--- src/sv/slist_pkg.sv ---
// Types, constants and helper functions of the sequential list engine.
package slist_pkg;

  localparam int CAPACITY   = 256;
  localparam int DATA_WIDTH = 32;
  localparam int ADDR_W     = $clog2(CAPACITY);
  localparam int CNT_W      = $clog2(CAPACITY + 1);
  // wide enough for position, count and CAPACITY itself
  localparam int CMP_W      = (CNT_W > 8) ? CNT_W : 9;

  localparam logic [2:0] OP_READ   = 3'd0;
  localparam logic [2:0] OP_FIND   = 3'd1;
  localparam logic [2:0] OP_INSERT = 3'd2;
  localparam logic [2:0] OP_DELETE = 3'd3;
  localparam logic [2:0] OP_DELALL = 3'd4;

  localparam logic [1:0] ST_OK       = 2'd0;
  localparam logic [1:0] ST_RANGE    = 2'd1;
  localparam logic [1:0] ST_NOTFOUND = 2'd2;
  localparam logic [1:0] ST_FULL     = 2'd3;

  typedef logic [DATA_WIDTH-1:0] word_t;
  typedef logic [ADDR_W-1:0]     addr_t;
  typedef logic [CNT_W-1:0]      cnt_t;

  typedef struct packed {
    logic [2:0]         op;
    logic [7:0]         position;
    logic signed [31:0] value;
  } in_word_t;

  typedef struct packed {
    logic [1:0]         status;
    logic signed [31:0] read_value;
    logic [7:0]         found_position;
    logic [8:0]         list_length;
  } out_word_t;

  typedef struct packed {
    logic start;
    logic finish;
  } ctrl_cmd_t;

  typedef struct packed {
    logic walk_done;
  } dp_stat_t;

  function automatic word_t to_word(logic signed [31:0] v);
    logic signed [63:0] ext;
    ext = 64'(v);
    return ext[DATA_WIDTH-1:0];
  endfunction

  function automatic logic signed [31:0] from_word(word_t w);
    logic signed [DATA_WIDTH-1:0] sw;
    logic signed [63:0]           ext;
    sw  = w;
    ext = 64'(sw);
    return ext[31:0];
  endfunction

endpackage

--- src/sv/slist_ctrl.sv ---
// Controller state machine of the sequential list engine.
module slist_ctrl (
  input  logic                  clk,
  input  logic                  rst_n,
  input  logic                  in_valid,
  output logic                  in_ready,
  output logic                  out_valid,
  input  logic                  out_ready,
  input  slist_pkg::dp_stat_t   stat,
  output slist_pkg::ctrl_cmd_t  cmd
);

  typedef enum logic [1:0] {S_IDLE, S_WALK, S_FIN} state_t;

  state_t state_r;
  logic   out_valid_r;
  logic   out_free;

  assign out_free   = !out_valid_r || out_ready;
  assign in_ready   = (state_r == S_IDLE);
  assign cmd.start  = in_valid && in_ready;
  assign cmd.finish = (state_r == S_FIN) && out_free;
  assign out_valid  = out_valid_r;

  always_ff @(posedge clk) begin
    if (!rst_n) begin
      state_r     <= S_IDLE;
      out_valid_r <= 1'b0;
    end else begin
      unique case (state_r)
        S_IDLE: if (cmd.start) state_r <= S_WALK;
        S_WALK: if (stat.walk_done) state_r <= S_FIN;
        S_FIN:  if (out_free) state_r <= S_IDLE;
        default: state_r <= S_IDLE;
      endcase
      if (cmd.finish) begin
        out_valid_r <= 1'b1;
      end else if (out_ready) begin
        out_valid_r <= 1'b0;
      end
    end
  end

endmodule

--- config.mk ---
export PLATFORM = sky130hd
export DESIGN_NAME = slist_ctrl
export DESIGN_NICKNAME = d
export VERILOG_FILES = /design/src/sv/slist_pkg.sv /design/src/sv/slist_ctrl.sv
export SDC_FILE = /design/constraint.sdc
export NUM_CORES = 1
export LEC_CHECK = 0
export BUFFER_PORTS_ARGS = -buffer_cell sky130_fd_sc_hd__buf_4
export CAP_MARGIN = 20
export CORE_AREA = 4 4 41 43
export CTS_CLUSTER_DIAMETER = 60
export DETAILED_ROUTE_END_ITERATION = 7
export DIE_AREA = 0 0 45 47
export HOLD_SLACK_MARGIN = 0.05
export PLACE_DENSITY = 0.31
export SYNTH_ARGS = -nofsm -noshare
export SYNTH_HDL_FRONTEND = slang
export SYNTH_SLANG_ARGS = --single-unit
export TNS_END_PERCENT = 20
--- constraint.sdc ---
create_clock -name clk -period 0.9 [get_ports clk]
set_clock_uncertainty 0.2 [all_clocks]
set_input_delay 0.18 -clock clk [delete_from_list [all_inputs] [get_ports clk]]
set_output_delay 0.18 -clock clk [all_outputs]
set_load 0.05 [all_outputs]
After elaboration in Yosys (flattened, before gate mapping)

Cells that the tools add are included.

Input bits: 5
Register bits: 3

Eq/ne operators: 5
Reduce and logical (&&, ||, !) cells: 7
Mux-type cells: 6

Operators by type and width:

| cell                                                  | number |
|---|---|
| 2-to-1 mux 2 bit                                      | 3 |
| one-hot mux 2 bit (3 select lines)                    | 1 |
| inequality test 2 bit, second input constant          | 2 |
| AND reduction 3 bit                                   | 1 |
| equality test 2 x 1 -> 1 bit, second input constant   | 1 |
| equality test 2 bit, second input constant            | 1 |
| logical AND 1 bit                                     | 2 |
| zero test 2 bit                                       | 1 |
| 2-to-1 mux 1 bit                                      | 2 |
| inequality test 2 x 1 -> 1 bit, second input constant | 1 |
| nonzero test 2 bit                                    | 1 |
| zero test 1 bit                                       | 1 |
| logical OR 1 bit                                      | 1 |

Longest topological paths before layout

Depth in word-level cells: 4
Mapped depth: 2
Mapped depth without buffers: 2

Worst setup path after synthesis

No wires, ideal clock.

Path type: register -> output
From: register state_r[0]
To: output cmd[1] (netlist bit)
Cell stages (with the launch flop): 3
Required time: 520 ps
Buffers on the path: 0
Setup slack: -1026 ps
Data arrival time: 1546 ps
Path through: dfxtp_1 nor2_1 and2_1

RTL lines:

| element                | line             | RTL |
|---|---|---|
| start, declared        | slist_ctrl.sv:15 | `state_t state_r;` |
| start signal, assigned | slist_ctrl.sv:27 | `state_r <= S_IDLE;` |
| start signal, assigned | slist_ctrl.sv:31 | `S_IDLE: if (cmd.start) state_r <= S_WALK;` |
| start signal, assigned | slist_ctrl.sv:32 | `S_WALK: if (stat.walk_done) state_r <= S_FIN;` |
| end, declared          | slist_ctrl.sv:10 | `output slist_pkg::ctrl_cmd_t cmd` |

==> summary.log <==
[outcome] outcome finished, violations left
[outcome] failing checks negative setup slack
[final_layout] post-layout util 0.273
[worst_setup_path] setup slack of the worst register-to-register path -80 ps
[floorplanning] overall die area 0.00212 mm^2
[clock_tree] depth of the CTS H-tree 1
[yosys] synthesized net count 21
[global_routing] global route total overflow 0
[timing] Slew Limit Headroom 0.904
[timing] RSZ-0062 raised after global routing true
[yosys] post-synth design cell area 150 um^2
[drt] violation count after the first detailed-route iteration 2
[clock_tree] post-CTS repair timing setup buffer count 0
[worst_hold_path] startpoint of the most critical hold path rst_n
[timing] Worst Slack Setup Final -510 ps
[drt] final wirelength 440 um
[floorplanning] starting density of the core 0.115
[yosys] warning count from the yosys run 0
[global_routing] met1 demand-to-capacity share in global routing 0.0454
[timing] transition time at the pin with the least slew margin 146 ps
[worst_hold_path] hold-critical path endpoint out_valid
[drt] number of search-and-repair iterations in the first detailed-routing pass 2
[worst_setup_path] largest fanout of any net on the critical path 4
[final_layout] diodes inserted 0
[global_routing] antenna violations before repair 0
[drt] final routed wire length divided by cell count 9.36 um
[worst_hold_path] path class of the lowest-slack min-delay path input port to register
[placed_design] Placed Instances 43
[yosys] number of flip-flops and latches in the synthesized netlist 3
[global_routing] Global Route met3 Usage 0.0460
[timing] min cycle time layout 1410 ps
[placed_design] half-perimeter wire length of the detailed placement result 364 um
[power_and_ir_drop] cell leakage power 0.151 nW
[yosys] proportion of synthesized chip area in sequential cells 0.400
[drt] post-detailed-route DRC marker count 0
[clock_tree] clock tree from TritonCTS yes
[clock_tree] number of clock buffers inserted by TritonCTS 3
[worst_setup_path] worst r2r dst state_r[0]
[timing] peak clock frequency supported by timing 0.709 GHz
[global_routing] met2 track demand over resource in global routing 0.0904
[floorplanning] height of the die 47 um
[worst_setup_path] startpoint type of the worst setup path register
[flow_run] max-cap viol count 0
[yosys] dominant cells by area after synthesis sky130_fd_sc_hd__dfxtp_1 40%, sky130_fd_sc_hd__nand2b_1 21%, sky130_fd_sc_hd__a21boi_2 7.5%
[power_and_ir_drop] power per cell area 1470 mW/mm^2
[global_routing] first-pass GRT wire length 765 um
[worst_setup_path] capturing element type of the critical path primary output
[timing] Hold Fails Final Rpt 0
[drt] remaining antenna violation count 0
[worst_setup_path] start of the worst register-to-register path state_r[0]
[floorplanning] number of top-level pins 9
[floorplanning] die outline width 45 um
[drt] via total after detailed routing 170
[final_layout] top library cells by usage in the layout, fill and taps aside 6 x sky130_fd_sc_hd__buf_4, 4 x sky130_fd_sc_hd__nand2b_1, 4 x sky130_fd_sc_hd__buf_6
[final_layout] layout net count 38
[placed_design] RePlAce Congestion 0.643
[yosys] Cell variety after synth 10
[clock_tree] maximum number of buffers from clock root to sink 2
[final_layout] area overhead of the layout relative to synthesis 137%
[clock_tree] clock insertion delay at the later pin of the skew report 230 ps
[placed_design] count of input and output buffers 8
[floorplanning] Cell Rows 13
[final_layout] filler-free cell count of the finished design 47
[power_and_ir_drop] worst vdd rail ir drop 0.791 mV
[yosys] number of standard cells after synthesis 16
[timing] setup TNS -1850 ps
[worst_setup_path] cell-by-cell trace of the critical path buf_12 > nor2_4 > and2_4 > buf_8
[global_routing] GRT Overall Usage 0.0576
[global_routing] GR peak layer met2
[final_layout] proportion of layout cells with a drive suffix above 1 0.750
[worst_hold_path] worst hold path cell count 2
[worst_setup_path] data arrival time of the critical path 1030 ps
[drt] vias per inst 3.62
[global_routing] via count of the first global-routing pass 192
[yosys] fraction of synthesized cell area taken by the top area cell type 0.400
[clock_tree] Sink Count 3
[timing] part of the cycle the worst path needs 1.57
[power_and_ir_drop] total chip power 0.521 mW
[final_layout] commonest non-fill, non-tap cell in the layout sky130_fd_sc_hd__buf_4
[worst_setup_path] number of cells on the worst reg-to-reg path 3
[yosys] most area-hungry cell type in the Yosys netlist sky130_fd_sc_hd__dfxtp_1
[placed_design] post-placement setup slack -336 ps
[clock_tree] CTS root buf sky130_fd_sc_hd__clkbuf_4
[timing] Max Slew Vio Count 0
[clock_tree] clock transition at the register clock pins on the worst setup and hold paths after CTS 40 ps
[timing] Setup violations, final 7
[final_layout] fillers 155
[worst_setup_path] Worst Path Class, Setup register to primary output
[global_routing] largest net degree at the start of global routing 6
[worst_setup_path] Max stage delay cell, worst path sky130_fd_sc_hd__dfxtp_2
[worst_setup_path] data required time of the critical path 520 ps
[worst_setup_path] delay of the slowest critical-path stage 330 ps
[yosys] average size of a mapped cell 9.38 um^2
[floorplanning] core box area 0.00130 mm^2
## flip-flops by register name, indices dropped and copies added (netlist names)
signal / count
state_r: 2
out_valid: 1
## cells in the mapped netlist
| library cell | number |
|---|---|
| sky130_fd_sc_hd__dfxtp_1 | 3 |
| sky130_fd_sc_hd__nor2_1 | 1 |
| sky130_fd_sc_hd__nand2b_1 | 5 |
| sky130_fd_sc_hd__and2_1 | 1 |
| sky130_fd_sc_hd__nand4bb_1 | 1 |
| sky130_fd_sc_hd__nor2b_1 | 1 |
| sky130_fd_sc_hd__a21oi_1 | 1 |
| sky130_fd_sc_hd__nand3b_1 | 1 |
| sky130_fd_sc_hd__a21boi_2 | 1 |
| sky130_fd_sc_hd__a21boi_1 | 1 |
## power breakdown
part	switching (mW)	leakage (nW)	internal (mW)	total, mW
sequential	0.00777	0.0261	0.139	0.147
combinational	0.0652	0.110	0.0726	0.138
clock	0.0701	0.0150	0.166	0.236
total	0.143	0.151	0.378	0.521
## layer usage
metal / wire length, um / vias to the layer above
li1: - / 87
met1: 170 / 78
met2: 234 / 5
met3: 35 / 0
met4: 0 / 0
met5: 0 / -
## logic make-up after synthesis
group | share of synthesized area
compound gates | 0.158
flops | 0.400
simple gates | 0.442
## layout make-up
cell class	instances	area, um^2	area share
sequential	3	66.3	0.187
timing repair buffer	12	125	0.352
multi-input combinational	13	119	0.335
clock buffer	4	26.3	0.0739
tap	15	18.8	0.0528
## worst max-delay path: cells and delay by family (launching register included)
kind                   cells  cell delay [ps]
flip-flops                 1              330
buffers and inverters      2              250
AND/OR/NAND/NOR            2              210
## through the flow
stage / cell area, um^2 / hold slack, ps
global route: 355 / 13.6
floorplan: 170 / 109
finish: 355 / 5.12
CTS: 353 / -4.90
global placement: 292 / 253
detailed placement: 292 / 242
## worst max path at each step
stage / startpoint / endpoint / cells past startpoint
after floorplan: state_r[1] / cmd[1] / 2
after global placement: state_r[0] / cmd[0] / 3
after detailed placement: state_r[0] / cmd[0] / 3
after CTS: state_r[0] / cmd[1] / 4
after global routing: state_r[0] / cmd[1] / 4
final: state_r[0] / cmd[1] / 4
## repair_timing
action / in CTS / in global routing
gates resized for setup: 9 / 1
pin swaps: 4 / 0
endpoints found under the setup margin: 7 / 7
endpoints found under the hold margin: 3 / 3
Power figures use the tool's default switching activity.
